**src/rtl/dfr_pkg.sv**
```systemverilog
// shared constants and types for the delimited frame receiver
// no dependencies
`timescale 1ns / 1ps
`default_nettype none

package dfr_pkg;

  typedef logic [7:0] byte_t;

  localparam int STORE_DEPTH_DEF = 32;

  localparam logic OP_LINE    = 1'b0;
  localparam logic OP_RELEASE = 1'b1;

  localparam int CFG_AW = 3;

  localparam logic REG_START_CHAR = 1'b0;
  localparam logic REG_END_CHAR   = 1'b1;

  localparam byte_t START_CHAR_RST = 8'd0;
  localparam byte_t END_CHAR_RST   = 8'd35;

endpackage

`default_nettype wire

```
**src/rtl/dfr_in_if.sv**
```systemverilog
// input request channel of the delimited frame receiver
// depends on dfr_pkg
`timescale 1ns / 1ps
`default_nettype none

interface dfr_in_if
  import dfr_pkg::*;
();
  logic  valid;
  logic  ready;
  logic  op;
  byte_t line_byte;

  modport source (output valid, output op, output line_byte, input ready);
  modport sink   (input valid, input op, input line_byte, output ready);
endinterface

`default_nettype wire

```
**src/rtl/dfr_out_if.sv**
```systemverilog
// result request channel of the delimited frame receiver
// depends on dfr_pkg
`timescale 1ns / 1ps
`default_nettype none

interface dfr_out_if
  import dfr_pkg::*;
();
  logic  valid;
  logic  ready;
  byte_t frame_byte;
  logic  last;
  logic  overflowed;

  modport source (output valid, output frame_byte, output last, output overflowed,
                  input ready);
  modport sink   (input valid, input frame_byte, input last, input overflowed,
                  output ready);
endinterface

`default_nettype wire

```
**src/rtl/dfr_front.sv**
```systemverilog
// front end: accepts requests, tracks frame state, writes the store, queues drains
// depends on dfr_pkg
`timescale 1ns / 1ps
`default_nettype none

module dfr_front
  import dfr_pkg::*;
#(
  parameter int STORE_DEPTH = STORE_DEPTH_DEF,
  parameter int AW          = $clog2(STORE_DEPTH)
) (
  input  wire logic          clk,
  input  wire logic          rst_n,
  input  wire logic          in_valid,
  output logic               in_ready,
  input  wire logic          in_op,
  input  wire byte_t         in_line_byte,
  input  wire byte_t         start_char,
  input  wire byte_t         end_char,
  input  wire logic          busy,
  output logic               wr_en,
  output logic [AW-1:0]      wr_addr,
  output byte_t              wr_data,
  output logic               push,
  output logic [AW:0]        push_cmd
);

  localparam logic [AW-1:0] FULL_IDX = AW'(STORE_DEPTH - 1);

  logic [AW-1:0] fill_r, fill_nxt;
  logic          in_frame_r, in_frame_nxt;
  logic          held_r, held_nxt;
  logic          acc;
  logic [AW-1:0] cmd_idx;
  logic          cmd_ovf;

  assign in_ready = !busy || held_r;
  assign acc      = in_valid && in_ready;
  assign push_cmd = {cmd_ovf, cmd_idx};

  always_comb begin
    fill_nxt     = fill_r;
    in_frame_nxt = in_frame_r;
    held_nxt     = held_r;
    wr_en        = 1'b0;
    wr_addr      = fill_r;
    wr_data      = in_line_byte;
    push         = 1'b0;
    cmd_idx      = fill_r;
    cmd_ovf      = 1'b0;
    if (acc) begin
      if (in_op == OP_RELEASE) begin
        held_nxt = 1'b0;
      end else if (!held_r) begin
        if (fill_r >= FULL_IDX) begin
          wr_en        = 1'b1;
          wr_addr      = FULL_IDX;
          wr_data      = end_char;
          push         = 1'b1;
          cmd_idx      = FULL_IDX;
          cmd_ovf      = 1'b1;
          held_nxt     = 1'b1;
          fill_nxt     = '0;
          in_frame_nxt = 1'b0;
        end else if (in_line_byte == start_char) begin
          wr_en        = 1'b1;
          wr_addr      = '0;
          fill_nxt     = AW'(1);
          in_frame_nxt = 1'b1;
        end else if (in_line_byte == end_char) begin
          wr_en        = 1'b1;
          wr_data      = end_char;
          push         = 1'b1;
          held_nxt     = 1'b1;
          fill_nxt     = '0;
          in_frame_nxt = 1'b0;
        end else if (in_frame_r) begin
          wr_en    = 1'b1;
          fill_nxt = fill_r + AW'(1);
        end
      end
    end
  end

  always_ff @(posedge clk) begin
    if (!rst_n) begin
      fill_r     <= '0;
      in_frame_r <= 1'b0;
      held_r     <= 1'b0;
    end else begin
      fill_r     <= fill_nxt;
      in_frame_r <= in_frame_nxt;
      held_r     <= held_nxt;
    end
  end

  // a closed frame is always held until released
  a_push_holds: assert property (@(posedge clk) disable iff (!rst_n)
    push |=> held_r)
    else $error("frame closed without being held");

endmodule

`default_nettype wire

```
**src/rtl/dfr_cmd_fifo.sv**
```systemverilog
// two-entry queue of drain commands between front and back end
// depends on dfr_pkg
`timescale 1ns / 1ps
`default_nettype none

module dfr_cmd_fifo
  import dfr_pkg::*;
#(
  parameter int W = $clog2(STORE_DEPTH_DEF) + 1
) (
  input  wire logic         clk,
  input  wire logic         rst_n,
  input  wire logic         push,
  input  wire logic [W-1:0] push_data,
  input  wire logic         pop,
  output logic              not_empty,
  output logic [W-1:0]      pop_data
);

  logic [W-1:0] slot_r [2];
  logic         wr_ptr_r;
  logic         rd_ptr_r;
  logic [1:0]   cnt_r;

  assign not_empty = (cnt_r != 2'd0);
  assign pop_data  = slot_r[rd_ptr_r];

  always_ff @(posedge clk) begin
    if (push) begin
      slot_r[wr_ptr_r] <= push_data;
    end
  end

  always_ff @(posedge clk) begin
    if (!rst_n) begin
      wr_ptr_r <= 1'b0;
      rd_ptr_r <= 1'b0;
      cnt_r    <= 2'd0;
    end else begin
      if (push) begin
        wr_ptr_r <= !wr_ptr_r;
      end
      if (pop) begin
        rd_ptr_r <= !rd_ptr_r;
      end
      cnt_r <= cnt_r + {1'b0, push} - {1'b0, pop};
    end
  end

  a_no_overflow: assert property (@(posedge clk) disable iff (!rst_n)
    !(push && cnt_r == 2'd2 && !pop))
    else $error("drain queue overflow");

  a_no_underflow: assert property (@(posedge clk) disable iff (!rst_n)
    pop |-> not_empty)
    else $error("drain queue underflow");

endmodule

`default_nettype wire

```
**src/rtl/dfr_back.sv**
```systemverilog
// back end: frame store and drain sequencer that emits the held frame
// depends on dfr_pkg
`timescale 1ns / 1ps
`default_nettype none

module dfr_back
  import dfr_pkg::*;
#(
  parameter int STORE_DEPTH = STORE_DEPTH_DEF,
  parameter int AW          = $clog2(STORE_DEPTH)
) (
  input  wire logic          clk,
  input  wire logic          rst_n,
  input  wire logic          wr_en,
  input  wire logic [AW-1:0] wr_addr,
  input  wire byte_t         wr_data,
  input  wire logic          cmd_valid,
  input  wire logic [AW:0]   cmd_data,
  output logic               cmd_pop,
  output logic               busy,
  output logic               out_valid,
  input  wire logic          out_ready,
  output byte_t              out_frame_byte,
  output logic               out_last,
  output logic               out_overflowed
);

  typedef enum logic [1:0] {
    S_IDLE,
    S_RD,
    S_OUT
  } state_t;

  state_t        state_r, state_nxt;
  logic [AW-1:0] ptr_r, ptr_nxt;
  logic [AW-1:0] last_idx_r, last_idx_nxt;
  logic          ovf_r, ovf_nxt;
  byte_t         store_r [STORE_DEPTH];
  byte_t         rdata_r;
  logic          rd_en;

  assign rd_en          = (state_r == S_RD);
  assign cmd_pop        = (state_r == S_IDLE) && cmd_valid;
  assign busy           = (state_r != S_IDLE);
  assign out_valid      = (state_r == S_OUT);
  assign out_frame_byte = rdata_r;
  assign out_last       = (ptr_r == last_idx_r);
  assign out_overflowed = ovf_r;

  always_ff @(posedge clk) begin
    if (wr_en) begin
      store_r[wr_addr] <= wr_data;
    end
    if (rd_en) begin
      rdata_r <= store_r[ptr_r];
    end
  end

  always_comb begin
    state_nxt    = state_r;
    ptr_nxt      = ptr_r;
    last_idx_nxt = last_idx_r;
    ovf_nxt      = ovf_r;
    unique case (state_r)
      S_IDLE: begin
        if (cmd_valid) begin
          ptr_nxt      = '0;
          last_idx_nxt = cmd_data[AW-1:0];
          ovf_nxt      = cmd_data[AW];
          state_nxt    = S_RD;
        end
      end
      S_RD: begin
        state_nxt = S_OUT;
      end
      S_OUT: begin
        if (out_ready) begin
          if (out_last) begin
            state_nxt = S_IDLE;
          end else begin
            ptr_nxt   = ptr_r + AW'(1);
            state_nxt = S_RD;
          end
        end
      end
      default: state_nxt = S_IDLE;
    endcase
  end

  always_ff @(posedge clk) begin
    if (!rst_n) begin
      state_r    <= S_IDLE;
      ptr_r      <= '0;
      last_idx_r <= '0;
      ovf_r      <= 1'b0;
    end else begin
      state_r    <= state_nxt;
      ptr_r      <= ptr_nxt;
      last_idx_r <= last_idx_nxt;
      ovf_r      <= ovf_nxt;
    end
  end

  // the final byte ends the drain
  a_last_ends: assert property (@(posedge clk) disable iff (!rst_n)
    out_valid && out_ready && out_last |=> state_r == S_IDLE)
    else $error("drain continued past last byte");

  a_ptr_bound: assert property (@(posedge clk) disable iff (!rst_n)
    busy |-> ptr_r <= last_idx_r)
    else $error("read pointer ran past frame end");

endmodule

`default_nettype wire

```
**src/rtl/delimited_frame_receiver_core.sv**
```systemverilog
// Delimited frame receiver. Line bytes and release requests enter on in_ch, one a cycle
// while in_ch.ready is high. A frame opens on start_char and closes on end_char, or is forced
// closed with overflowed set when the store is one short of full. The closed frame is then
// emitted on out_ch: the drain command is fetched, then each byte takes a store read and then
// the output register, and the next byte is read only after out_ch has taken the current one.
// While a frame is held, requests keep being taken; after a release, in_ch
// stalls until the drain of the previous frame has finished. No clearing pass after reset.
// depends on dfr_pkg, dfr_in_if, dfr_out_if, dfr_front, dfr_cmd_fifo, dfr_back
`timescale 1ns / 1ps
`default_nettype none

module delimited_frame_receiver_core
  import dfr_pkg::*;
#(
  parameter int STORE_DEPTH = STORE_DEPTH_DEF
) (
  input  wire logic              clk,
  input  wire logic              rst_n,
  dfr_in_if.sink                 in_ch,
  dfr_out_if.source              out_ch,
  input  wire logic              psel,
  input  wire logic              penable,
  input  wire logic              pwrite,
  input  wire logic [CFG_AW-1:0] paddr,
  input  wire logic [31:0]       pwdata,
  output logic [31:0]            prdata,
  output logic                   pready
);

  localparam int AW = $clog2(STORE_DEPTH);

  byte_t         start_char_r;
  byte_t         end_char_r;
  logic          cfg_we;
  logic          busy;
  logic          back_busy;
  logic          wr_en;
  logic [AW-1:0] wr_addr;
  byte_t         wr_data;
  logic          push;
  logic [AW:0]   push_cmd;
  logic          cmd_valid;
  logic [AW:0]   cmd_data;
  logic          cmd_pop;

  assign pready = 1'b1;
  assign cfg_we = psel && penable && pwrite;

  always_ff @(posedge clk) begin
    if (!rst_n) begin
      start_char_r <= START_CHAR_RST;
      end_char_r   <= END_CHAR_RST;
    end else if (cfg_we) begin
      unique case (paddr[2])
        REG_START_CHAR: start_char_r <= pwdata[7:0];
        REG_END_CHAR:   end_char_r   <= pwdata[7:0];
        default: ;
      endcase
    end
  end

  always_comb begin
    unique case (paddr[2])
      REG_START_CHAR: prdata = {24'd0, start_char_r};
      REG_END_CHAR:   prdata = {24'd0, end_char_r};
      default:        prdata = '0;
    endcase
  end

  assign busy = cmd_valid || back_busy;

  dfr_front #(
    .STORE_DEPTH (STORE_DEPTH),
    .AW          (AW)
  ) u_front (
    .clk          (clk),
    .rst_n        (rst_n),
    .in_valid     (in_ch.valid),
    .in_ready     (in_ch.ready),
    .in_op        (in_ch.op),
    .in_line_byte (in_ch.line_byte),
    .start_char   (start_char_r),
    .end_char     (end_char_r),
    .busy         (busy),
    .wr_en        (wr_en),
    .wr_addr      (wr_addr),
    .wr_data      (wr_data),
    .push         (push),
    .push_cmd     (push_cmd)
  );

  dfr_cmd_fifo #(
    .W (AW + 1)
  ) u_fifo (
    .clk       (clk),
    .rst_n     (rst_n),
    .push      (push),
    .push_data (push_cmd),
    .pop       (cmd_pop),
    .not_empty (cmd_valid),
    .pop_data  (cmd_data)
  );

  dfr_back #(
    .STORE_DEPTH (STORE_DEPTH),
    .AW          (AW)
  ) u_back (
    .clk            (clk),
    .rst_n          (rst_n),
    .wr_en          (wr_en),
    .wr_addr        (wr_addr),
    .wr_data        (wr_data),
    .cmd_valid      (cmd_valid),
    .cmd_data       (cmd_data),
    .cmd_pop        (cmd_pop),
    .busy           (back_busy),
    .out_valid      (out_ch.valid),
    .out_ready      (out_ch.ready),
    .out_frame_byte (out_ch.frame_byte),
    .out_last       (out_ch.last),
    .out_overflowed (out_ch.overflowed)
  );

endmodule

`default_nettype wire
```
**src/flat_wrapper.sv**
```systemverilog
// flat-port wrapper written by rule: the top's interface ports become plain ports
module delimited_frame_receiver_core_flat import dfr_pkg::*;
#(
  parameter int STORE_DEPTH = STORE_DEPTH_DEF
)
  (clk, rst_n, psel, penable, pwrite, paddr, pwdata, prdata, pready, in_ch_valid, in_ch_op, in_ch_line_byte, in_ch_ready, out_ch_valid, out_ch_frame_byte, out_ch_last, out_ch_overflowed, out_ch_ready);
  dfr_in_if in_ch_i ();
  dfr_out_if out_ch_i ();
  input  wire logic clk;
  input  wire logic rst_n;
  input  wire logic psel;
  input  wire logic penable;
  input  wire logic pwrite;
  input  wire logic [CFG_AW-1:0] paddr;
  input  wire logic [31:0] pwdata;
  output logic [31:0] prdata;
  output logic pready;
  input wire logic [$bits(in_ch_i.valid)-1:0] in_ch_valid;
  input wire logic [$bits(in_ch_i.op)-1:0] in_ch_op;
  input wire logic [$bits(in_ch_i.line_byte)-1:0] in_ch_line_byte;
  output wire logic [$bits(in_ch_i.ready)-1:0] in_ch_ready;
  output wire logic [$bits(out_ch_i.valid)-1:0] out_ch_valid;
  output wire logic [$bits(out_ch_i.frame_byte)-1:0] out_ch_frame_byte;
  output wire logic [$bits(out_ch_i.last)-1:0] out_ch_last;
  output wire logic [$bits(out_ch_i.overflowed)-1:0] out_ch_overflowed;
  input wire logic [$bits(out_ch_i.ready)-1:0] out_ch_ready;
  assign in_ch_i.valid = in_ch_valid;
  assign in_ch_i.op = in_ch_op;
  assign in_ch_i.line_byte = in_ch_line_byte;
  assign in_ch_ready = in_ch_i.ready;
  assign out_ch_valid = out_ch_i.valid;
  assign out_ch_frame_byte = out_ch_i.frame_byte;
  assign out_ch_last = out_ch_i.last;
  assign out_ch_overflowed = out_ch_i.overflowed;
  assign out_ch_i.ready = out_ch_ready;
  delimited_frame_receiver_core #(.STORE_DEPTH(STORE_DEPTH)) u_core (.clk(clk), .rst_n(rst_n), .in_ch(in_ch_i), .out_ch(out_ch_i), .psel(psel), .penable(penable), .pwrite(pwrite), .paddr(paddr), .pwdata(pwdata), .prdata(prdata), .pready(pready));
endmodule
```
**config.mk**
```make
export PLATFORM = sky130hd
export DESIGN_NAME = delimited_frame_receiver_core_flat
export DESIGN_NICKNAME = d
export VERILOG_FILES = /design/src/rtl/dfr_pkg.sv /design/src/rtl/dfr_in_if.sv /design/src/rtl/dfr_out_if.sv /design/src/rtl/dfr_front.sv /design/src/rtl/dfr_cmd_fifo.sv /design/src/rtl/dfr_back.sv /design/src/rtl/delimited_frame_receiver_core.sv /design/src/flat_wrapper.sv
export SDC_FILE = /design/constraint.sdc
export NUM_CORES = 1
export LEC_CHECK = 0
export ABC_CLOCK_PERIOD_IN_PS = 10850
export BUFFER_PORTS_ARGS = -buffer_cell sky130_fd_sc_hd__buf_4
export CAP_MARGIN = 10
export CORE_AREA = 2 2 166 209
export CTS_CLUSTER_DIAMETER = 200
export DETAILED_ROUTE_END_ITERATION = 6
export DIE_AREA = 0 0 168 211
export PLACE_DENSITY = 0.62
export SYNTH_ARGS = -nofsm -noshare
export SYNTH_HDL_FRONTEND = slang
export SYNTH_SLANG_ARGS = --single-unit
```
**constraint.sdc**
```tcl
create_clock -name clk -period 10.85 [get_ports clk]
set_input_delay 1.085 -clock clk [delete_from_list [all_inputs] [get_ports clk]]
set_output_delay 1.085 -clock clk [all_outputs]
set_load 0.005 [all_outputs]
```
==> impl_metrics.tcl, run 1 <==
set metrics [dict create \
    async_flop_share_pct 0 \
    final.fill_count 2859 \
    setup_viol_count_final 0 \
    dpl.hpwl_um 17000 \
    clkLatencyLatePin_ns 0.55 \
    grt_use_total_pct 14.5 \
    root_buffer "clkbuf_16" \
    crit_start "u_core.u_front.fill_r[1]" \
    die_x_um 168 \
    final-max-slew-violation-count 0 \
    h-tree-depth 1 \
    yosysWarningCount 0 \
    synth_edf_count 276 \
    grt_overflow 0 \
    syn_inst 750 \
    grt_max_degree 68 \
    synth_seq_cells 316 \
    diodes 0 \
    yosys.area.top_type "edfxtp_1" \
    hold_class "register to register" \
    crit_required_ns 11.04 \
    crit_path_end_kind "register" \
    die_h_um 211 \
    initial_core_util_pct 39.8 \
    crit_type "register to register" \
    maxCapViolations 0 \
    synth-main-ff-cell "edfxtp_1" \
    antenna_found_initial 0 \
    grt_pass1_wl_um 39200 \
    cp-endpoint "u_core.u_back.store_r[1][2]" \
    viasPerCell 5.33 \
    grt_pass1_vias 6618 \
    synth_area_um2 13300 \
    synth.distinct_cells 56 \
    rows 75 \
    seqPwrFrac_pct 48.8 \
    place.gp.congestion 0.752 \
    ant_nets 0 \
    fin_crit_sh_pct 36.1 \
    power_switching_mw 0.650 \
    ys_seq_area_share_pct 68.6 \
    wl_per_cell_um 20.3 \
    cp_max_fo 32 \
    drt_iter0_drc 490 \
    power_mw 2.83 \
    area_growth_syn_to_layout_pct 13.3 \
    p_int_mw 2.18 \
    clock.fmax_mhz 255 \
    rsz0062_at_grt "false" \
    yosysTopAreaCellShare_pct 62.5 \
    route.detailed.drc 0 \
    finalHoldViolCount 0 \
    worst_slew_pin_slew_ns 1.13 \
    status "complete, no violations" \
    cts_resized 0 \
    syn_avg_cell_area_um2 17.7 \
    p_per_area_nw_per_um2 188 \
    cts_tree "done" \
    nets 861 \
    period_minus_slack_ns 3.92 \
    place_ws_ns 6.70 \
    die_area_um2 35400 \
    clk_pin_slew_ns 0.06 \
    cts_hold_buffers 0 \
    r2r_setup_slack_ns 6.93 \
    path_cells "ha_1 > and3_1 > ha_1 > a31o_2 > nor3_1 > nor3_1 > buf_4 > mux2_1" \
    comb_power_share_pct 12.9 \
    p_leak_nw 4.85 \
    cts_sinks 316 \
    p_sw_share_pct 23.0 \
    post_cts_buffers 0 \
    clockPowerShare_pct 38.3 \
    r2r_end "u_core.u_back.store_r[1][2]" \
    critPathMaxStageDelay_ns 0.93 \
    r2r_start "u_core.u_front.fill_r[1]" \
    layout-drive-gt1-share_pct 25.3 \
    core_region_area_um2 33300 \
    finalWorstSetupSlack_ns 6.93 \
    ios 96 \
    portBuffers 44 \
    crit_arrival_ns 4.11 \
    cts_max_path_buffers 3 \
    tns_ns 0 \
    num_vias 6679 \
    slew-limit-headroom_pct 24.0 \
    slowest_stage "mux2_1" \
    cp-start-kind "register" \
    rr_worst_depth 8 \
    cts-buffers-inserted 30 \
    drt_pass1_iterations 5 \
    wirelength_um 25500 \
    peakVddDrop_v 0.000218 \
    yosys-top-cells-area "edfxtp_1 63%, mux4_2 11%, dfxtp_1 6.0%" \
    worst_clock_skew_ns 0.0112 \
]
synthesized netlist by cell type, types with 3 or more instances:
| cell type | number |
|---|---|
| and4_1 | 3 |
| nor2_1 | 24 |
| xnor2_1 | 16 |
| ha_1 | 5 |
| o211a_1 | 8 |
| a21oi_1 | 9 |
| o211ai_1 | 3 |
| a21boi_0 | 16 |
| and2_1 | 6 |
| nand2b_1 | 3 |
| buf_2 | 6 |
| clkbuf_1 | 26 |
| or2_2 | 4 |
| mux4_2 | 67 |
| nand4_1 | 6 |
| mux2i_1 | 7 |
| inv_1 | 8 |
| nand2_1 | 51 |
| a2111o_1 | 3 |
| a211oi_1 | 8 |
| buf_4 | 25 |
| xor2_1 | 8 |
| mux4_1 | 13 |
| a31oi_1 | 3 |
| nor3_1 | 16 |
| nand3_1 | 14 |
| mux2_2 | 17 |
| a211o_1 | 3 |
| buf_1 | 4 |
| mux2_1 | 7 |
| dfxtp_1 | 40 |
| o21ai_0 | 8 |
| edfxtp_1 | 276 |
| nor2b_1 | 5 |
metal layers:
metal | vias to the layer above | GRT usage [%] | wire (um)
met5 | - | 0 | 0
met4 | 0 | 5.70 | 782
met3 | 45 | 1.85 | 1120
met2 | 204 | 24.4 | 12700
met1 | 3365 | 19.2 | 10900
li1 | 3065 | - | -
final cells by class:
class	count	area, um2	area share, %
sequential	316	9090	60.5
multi-input combinational	384	3840	25.6
clock buffer	41	853	5.68
tap	423	529	3.52
timing repair buffer	65	488	3.25
clock inverter	15	189	1.26
inverter	8	30.0	0.200
cell usage in the layout (no fill, tap or decap), types with 16 or more instances in the layout:
cell type,count
buf_4,65
xnor2_1,16
a21boi_0,16
mux2_2,17
conb_1,25
mux4_2,67
edfxtp_1,276
clkbuf_16,31
dfxtp_1,38
nor2_1,24
nor3_1,16
nand2_1,51
per-stage QoR:
stage | instance area, um2 | hold WS (ns) | cells | utilization, %
final | 15000 | 0.487 | 1252 | 45.1
after global routing | 15000 | 0.505 | 1252 | 45.1
after CTS | 15000 | 0.487 | 1252 | 45.1
after detailed placement | 14000 | 0.476 | 1196 | 42.0
after global placement | 14000 | 0.468 | 1196 | 42.0
after floorplan | 13300 | 0.451 | 773 | -
worst min path at each step:
stage,from,depth (start not counted),endpoint
3_3_place_gp,u_core.u_fifo.wr_ptr_r,2,u_core.u_fifo.wr_ptr_r
2_1_floorplan,u_core.u_fifo.wr_ptr_r,2,u_core.u_fifo.wr_ptr_r
5_1_grt,u_core.u_fifo.wr_ptr_r,2,u_core.u_fifo.wr_ptr_r
4_1_cts,u_core.start_char_r[0],2,u_core.start_char_r[0]
6_report,u_core.u_fifo.wr_ptr_r,2,u_core.u_fifo.wr_ptr_r
3_5_place_dp,u_core.start_char_r[0],2,u_core.start_char_r[0]
cells by family (layout without fill, tap and decap cells):
kind of cell | after synthesis | count (layout) | share of synthesized area (%)
other | 2 | 25 | 0.0566
multiplexers | 111 | 111 | 16.5
AND/OR/NAND/NOR | 144 | 144 | 5.34
AO/OA/AOI/OAI | 75 | 75 | 4.25
XOR/XNOR | 24 | 24 | 1.59
buffers and inverters | 73 | 129 | 3.22
flip-flops | 316 | 316 | 68.6
adder cells (fa/ha/maj) | 5 | 5 | 0.472
power groups by stage:
stage	Combinational [mW]	Clock [mW]	Sequential (mW)
after floorplan	0.282	0	1.39
after global placement	0.364	0	1.41
after detailed placement	0.368	0	1.41
after CTS	0.370	1.11	1.38
after global routing	0.398	1.16	1.38
final	0.365	1.08	1.38
sequential cells by signal (all words and copies together) (netlist names), 2 cells and up:
name                          flops
u_core.u_back.store_r           256
u_core.u_fifo.slot_r             12
u_core.end_char_r                 8
u_core.start_char_r               8
u_core.u_back.out_frame_byte      8
u_core.u_back.last_idx_r          5
u_core.u_back.ptr_r               5
u_core.u_front.fill_r             5
u_core.u_back.state_r             2
u_core.u_fifo.cnt_r               2
worst max-delay path: cells and delay by family (launching register included):
kind            cells  cell delay, ns
buf+inv             1            0.25
mux                 1            0.93
compound gates      1            0.29
simple gates        3            1.16
flops               1            0.40
fa+ha+maj           2            0.50
(Power assumes the default switching activity.)
==> inputs of run 2 (changes only) <==
--- a/config.mk
+++ b/config.mk
@@ -5,13 +5,14 @@
 export SDC_FILE = /design/constraint.sdc
 export NUM_CORES = 1
 export LEC_CHECK = 0
-export ABC_CLOCK_PERIOD_IN_PS = 10850
+export ABC_AREA = 1
+export ABC_CLOCK_PERIOD_IN_PS = 3700
 export BUFFER_PORTS_ARGS = -buffer_cell sky130_fd_sc_hd__buf_4
 export CAP_MARGIN = 10
-export CORE_AREA = 2 2 166 209
+export CORE_AREA = 2 2 167 209
 export CTS_CLUSTER_DIAMETER = 200
 export DETAILED_ROUTE_END_ITERATION = 6
-export DIE_AREA = 0 0 168 211
+export DIE_AREA = 0 0 169 211
 export PLACE_DENSITY = 0.62
 export SYNTH_ARGS = -nofsm -noshare
 export SYNTH_HDL_FRONTEND = slang
==> constraint.sdc (replaced) <==
create_clock -name clk -period 3.7 [get_ports clk]
set_input_delay 0.37 -clock clk [delete_from_list [all_inputs] [get_ports clk]]
set_output_delay 0.37 -clock clk [all_outputs]
set_load 0.005 [all_outputs]
==> impl_metrics.tcl, run 2 <==
set metrics [dict create \
    die_h_um 211 \
    syn_inst 1204 \
    syn_avg_cell_area_um2 11.0 \
    grt_use_total_pct 17.4 \
    cts_hold_buffers 0 \
    period_minus_slack_ns 2.96 \
    maxCapViolations 0 \
    cts_max_path_buffers 3 \
    slowest_stage "nor2_1" \
    drt_pass1_iterations 5 \
    finalHoldViolCount 0 \
    yosysWarningCount 0 \
    cp_top_family "simple AND/OR/NAND/NOR gates" \
    final_common_cell "edfxtp_1" \
    cts_tree "done" \
    crit_required_ns 3.84 \
    synth_commonest_cells "276 x edfxtp_1, 239 x nor2_1, 169 x o21ai_0, 145 x nand2_1, 53 x inv_1" \
    clk_pin_slew_ns 0.06 \
    synth_seq_cells 316 \
    initial_core_util_pct 39.6 \
    p_sw_share_pct 23.3 \
    synth.distinct_cells 32 \
    ios 96 \
    synth-compound-area-share_pct 11.3 \
    post_cts_buffers 0 \
    clockPowerShare_pct 40.5 \
    dp_cells 1652 \
    drt_iter0_drc 591 \
    status "complete, no violations" \
    grt_max_degree 101 \
    seqPwrFrac_pct 50.0 \
    cts-buffers-inserted 34 \
    dr.max_layer_used "met4" \
    tns_ns 0 \
    diodes 0 \
    yosysMostFrequentCell "edfxtp_1" \
    synth_edf_count 276 \
    synth-simple-area-share_pct 13.7 \
    wl_met3_um 1540 \
    cp-start-kind "register" \
    final_cell_mix "276 x edfxtp_1, 239 x nor2_1, 164 x o21ai_0, 145 x nand2_1, 84 x buf_4" \
    final_util_pct 45.4 \
    wl_per_cell_um 18.0 \
    fin_crit_sh_pct 79.9 \
    grt_pass1_wl_um 48100 \
    worst_clock_skew_ns 0.0215 \
    die_area_um2 35700 \
    synth-xor-area-share_pct 1.25 \
    comb_power_share_pct 9.5 \
    core_region_area_um2 33600 \
    cp_max_fo 10 \
    p_per_area_nw_per_um2 529 \
    route.detailed.drc 0 \
    grt_overflow 0 \
    wl_met1_um 13200 \
    wl_met2_um 15100 \
    h-tree-depth 2 \
    viasPerCell 5.22 \
    antenna_found_initial 0 \
    peakVddDrop_v 0.000379 \
    p_leak_nw 5.49 \
    regArea_um2 9090 \
    cts_resized 0 \
    largest_reg_flops 256 \
    crit_type "register to register" \
    yosys-top-cells-area "edfxtp_1 62%, nor2_1 6.8%, o21ai_0 6.4%" \
    synth_area_um2 13300 \
    ant_nets 0 \
    multi_input_area_um2 3660 \
    synth_top_family_by_area "simple AND/OR/NAND/NOR gates" \
    yosys.area.top_type "edfxtp_1" \
    crit_path_end_kind "register" \
    final-max-slew-violation-count 0 \
    clkLatencyLatePin_ns 0.51 \
    slew-limit-headroom_pct 29.9 \
    rows 75 \
    power_switching_mw 1.88 \
    final.fill_count 3076 \
    p_int_mw 6.19 \
    num_vias 8934 \
    dpl.hpwl_um 18700 \
    clock.fmax_mhz 338 \
    crit_arrival_ns 3.09 \
    area_growth_syn_to_layout_pct 14.8 \
    cp_num_buf_inv 0 \
    synth_mux_area_share_pct 0 \
    layout-drive-gt1-share_pct 12.1 \
    cts_sinks 316 \
    path_cells "ha_1 > nand2_1 > nor2_1 > ha_1 > a21oi_1 > nand4_2 > o21ai_0 > nand2_1 > nor2_1" \
    worst_slew_pin_slew_ns 1.05 \
    wirelength_um 30800 \
    die_x_um 169 \
    hold_class "input pin to register" \
    grt_pass1_vias 8772 \
    synth-main-ff-cell "edfxtp_1" \
    ys_seq_area_share_pct 68.4 \
    place.gp.congestion 0.773 \
    largest-register "u_core.u_back.store_r" \
    nets 1321 \
    root_buffer "clkbuf_16" \
    top_regs "u_core.u_back.store_r: 256 flops, u_core.u_fifo.slot_r: 12 flops" \
    async_flop_share_pct 0 \
    critPathMaxStageDelay_ns 0.73 \
    synth_fa_ha_area_share_pct 0.471 \
    setup_viol_count_final 0 \
    stdcell_count 1713 \
    rsz0062_at_grt "false" \
    yosysTopAreaCellShare_pct 62.4 \
    portBuffers 44 \
]
run 2: cell count changes after synthesis, sizes merged, moves of 21 or more:
cell / previous run / this run
nor2: 24 / 240
o21ai: 9 / 176
nand2: 51 / 149
mux4: 80 / 0
inv: 8 / 58
o22ai: 1 / 34
o211ai: 3 / 31
mux2: 24 / 0
nand3: 14 / 38
clkbuf: 26 / 47
run 2: routing by layer:
layer	vias to the layer above	track usage, %
li1	4314	-
met1	4294	22.3
met2	267	30.2
met3	59	2.42
met4	0	6.48
met5	-	0
run 2: tightest hold or removal path, cell delays in order:
cell    delay (ns)
buf_4         0.08
nor2_1        0.03
nor2_1        0.08
run 2: layout make-up:
cell class / count / area share [%]
Multi-Input combinational cell: 767 / 24.0
Clock buffer: 51 / 6.66
Sequential cell: 316 / 59.6
Clock inverter: 10 / 0.443
Tap cell: 423 / 3.47
Inverter: 61 / 1.51
Timing Repair Buffer: 85 / 4.27
run 2: cells by family (layout without fill, tap and decap cells):
family          Yosys count  after routing
other cells               2             25
compound gates          273            273
flops                   316            316
fa+ha+maj                 5              5
xor+xnor                 19             19
buf+inv                 144            207
simple gates            445            445
run 2: worst paths after layout:
check | start | cells after the start | slack (ns) | to
hold / removal | pwdata[2] | 3 | 0.10 | u_core.end_char_r[2]
setup / recovery | u_core.u_front.fill_r[0] | 9 | 0.74 | u_core.u_back.store_r[12][4]
setup reg to reg | u_core.u_front.fill_r[0] | 9 | 0.74 | u_core.u_back.store_r[12][4]
hold reg to reg | u_core.start_char_r[6] | 2 | 0.49 | u_core.start_char_r[6]
run 2: stage by stage:
stage               total power [mW]  setup slack (ns)  hold slack, ns  cell area, um2
floorplan                       4.59             0.454           0.459           13400
global placement                4.87             0.796           0.480           14200
detailed placement              4.88             0.731           0.490           14200
CTS                             8.14             0.735          0.0913           15200
global route                    8.37             0.484           0.105           15200
finish                          8.07             0.743           0.104           15200
run 2: power groups by stage:
stage	registers [mW]	clock network, mW	logic [mW]
after global placement	4.10	0	0.762
after CTS	4.03	3.33	0.780
after detailed placement	4.11	0	0.776
final	4.03	3.27	0.768
after global routing	4.04	3.45	0.873
after floorplan	4.08	0	0.508
==> inputs of run 3 (changes only) <==
--- a/config.mk
+++ b/config.mk
@@ -6,14 +6,14 @@
 export NUM_CORES = 1
 export LEC_CHECK = 0
 export ABC_AREA = 1
-export ABC_CLOCK_PERIOD_IN_PS = 3700
+export ABC_CLOCK_PERIOD_IN_PS = 2350
 export BUFFER_PORTS_ARGS = -buffer_cell sky130_fd_sc_hd__buf_4
 export CAP_MARGIN = 10
 export CORE_AREA = 2 2 167 209
 export CTS_CLUSTER_DIAMETER = 200
 export DETAILED_ROUTE_END_ITERATION = 6
 export DIE_AREA = 0 0 169 211
-export PLACE_DENSITY = 0.62
+export PLACE_DENSITY = 0.64
 export SYNTH_ARGS = -nofsm -noshare
 export SYNTH_HDL_FRONTEND = slang
 export SYNTH_SLANG_ARGS = --single-unit
==> constraint.sdc (replaced) <==
create_clock -name clk -period 2.35 [get_ports clk]
set_input_delay 0.235 -clock clk [delete_from_list [all_inputs] [get_ports clk]]
set_output_delay 0.235 -clock clk [all_outputs]
set_load 0.005 [all_outputs]
==> impl_metrics.tcl, run 3 (synthesis gave the netlist of run 2 again) <==
set metrics [dict create \
    nets 1390 \
    power_mw 13.1 \
    cts_sinks 316 \
    drt_iter0_drc 509 \
    final-max-slew-violation-count 0 \
    root_buffer "clkbuf_16" \
    worst_clock_skew_ns 0.0289 \
    viasPerCell 5.25 \
    grt_overflow 0 \
    slowest_stage "dfxtp_1" \
    worst_slew_pin_slew_ns 0.538 \
    status "complete, no violations" \
    grt_pass1_vias 9091 \
    final_cell_mix "276 x edfxtp_1, 219 x nor2_1, 164 x o21ai_0, 141 x nand2_1, 113 x buf_4" \
    area_growth_syn_to_layout_pct 22.6 \
    cp-start-kind "register" \
    rows 75 \
    finalWorstSetupSlack_ns 0.0946 \
    cts-buffers-inserted 34 \
    cts_max_path_buffers 3 \
    setup_viol_count_final 0 \
    fin_area_um2 16300 \
    largest_reg_flops 256 \
    portBuffers 44 \
    final_common_cell "edfxtp_1" \
    largest-register "u_core.u_back.store_r" \
    crit_arrival_ns 2.47 \
    peakVddDrop_v 0.000597 \
    ios 96 \
    antenna_found_initial 0 \
    crit_required_ns 2.56 \
    clk_pin_slew_ns 0.06 \
    cp_max_fo 8 \
    die_x_um 169 \
    ant_nets 0 \
    maxCapViolations 0 \
    p_per_area_nw_per_um2 804 \
    num_vias 9346 \
    critPathMaxStageDelay_ns 0.44 \
    cts_tree "done" \
    period_minus_slack_ns 2.26 \
    placed_cell_area_um2 14900 \
    place.gp.congestion 0.827 \
    initial_core_util_pct 39.6 \
    wl_met1_um 12600 \
    core_region_area_um2 33600 \
    clock.fmax_mhz 443 \
    top_regs "u_core.u_back.store_r: 256 flops, u_core.u_fifo.slot_r: 12 flops" \
    slew-limit-headroom_pct 63.7 \
    dpl.hpwl_um 19400 \
    grt_max_degree 105 \
    finalHoldViolCount 0 \
    place_ws_ns -0.137 \
    wl_met2_um 15900 \
    diodes 0 \
    hold_class "input pin to register" \
    path_cells "nand3_1 > nor2_4 > nand2_1 > nand2_4 > nand2_8 > nand2_2 > inv_2 > nor2_2 > nand3_2 > nor2_1 > buf_6" \
    wirelength_um 31900 \
    p_leak_nw 5.94 \
    layout-drive-gt1-share_pct 18.7 \
    dr.max_layer_used "met4" \
    drt_pass1_iterations 5 \
    crit_path_end_kind "register" \
    grt_pass1_wl_um 49100 \
    route.detailed.drc 0 \
    die_area_um2 35700 \
    h-tree-depth 2 \
    crit_type "register to register" \
    grt_use_total_pct 17.8 \
    wl_per_cell_um 17.9 \
    rsz0062_at_grt "true" \
    wl_met3_um 2180 \
    fin_crit_sh_pct 96.0 \
    clkLatencyLatePin_ns 0.51 \
    die_h_um 211 \
]
[run 3: worst paths after layout]
path / startpoint / to / slack (ns) / cells after the start
worst max register to register: u_core.u_front.fill_r[2] / u_core.u_back.store_r[14][7] / 0.09 / 11
worst min-delay path: out_ch_ready / u_core.u_back.state_r[1] / 0.02 / 4
worst min register to register: u_core.start_char_r[6] / u_core.start_char_r[6] / 0.51 / 2
worst max-delay path: u_core.u_front.fill_r[2] / u_core.u_back.store_r[14][7] / 0.09 / 11
[run 3: final cells by class]
class,instances,area [um2]
tap,423,529
timing repair buffer,154,1510
sequential,316,9100
fill,2942,17300
inverter,61,233
clock buffer,45,953
clock inverter,13,170
multi-input combinational,767,3800
[run 3: stage by stage]
step | utilization (%) | std cells | hold WS, ns | setup TNS [ns]
CTS | 47.9 | 1772 | 0.00249 | -0.871
global route | 48.5 | 1779 | 0.0166 | -9.47
floorplan | - | 1227 | 0.361 | -40.13
finish | 48.5 | 1779 | 0.0209 | 0
detailed placement | 44.3 | 1706 | 0.467 | -13.22
global placement | 44.3 | 1706 | 0.469 | -6.59
[run 3: worst max-delay path: cells and delay by family, from the launching register on]
family | cells | cell delay [ns]
buffers and inverters | 2 | 0.22
and+or+nand+nor | 9 | 1.31
DFF | 1 | 0.44
[run 3: routing by layer]
layer / track usage, % / vias up
met2: 31.0 / 343
met4: 7.54 / 0
met5: 0 / -
met3: 2.62 / 76
met1: 22.1 / 4476
li1: - / 4451
[run 3: repair_timing]
item / CTS / global route
endpoints found under the hold margin: 13 / 0
setup buffers: 0 / 6
setup endpoints to repair: 215 / 506
pin swaps: 0 / 12
cloned: 0 / 1
hold buffers: 8 / 0
gates resized for setup: 2 / 38
[run 3: power by group]
| group | switching (mW) | internal [mW] | leakage [nW] |
|---|---|---|---|
| Sequential | 0.103 | 6.24 | 2.81 |
| Clock | 2.09 | 3.29 | 0.545 |
| Combinational | 0.875 | 0.518 | 2.58 |
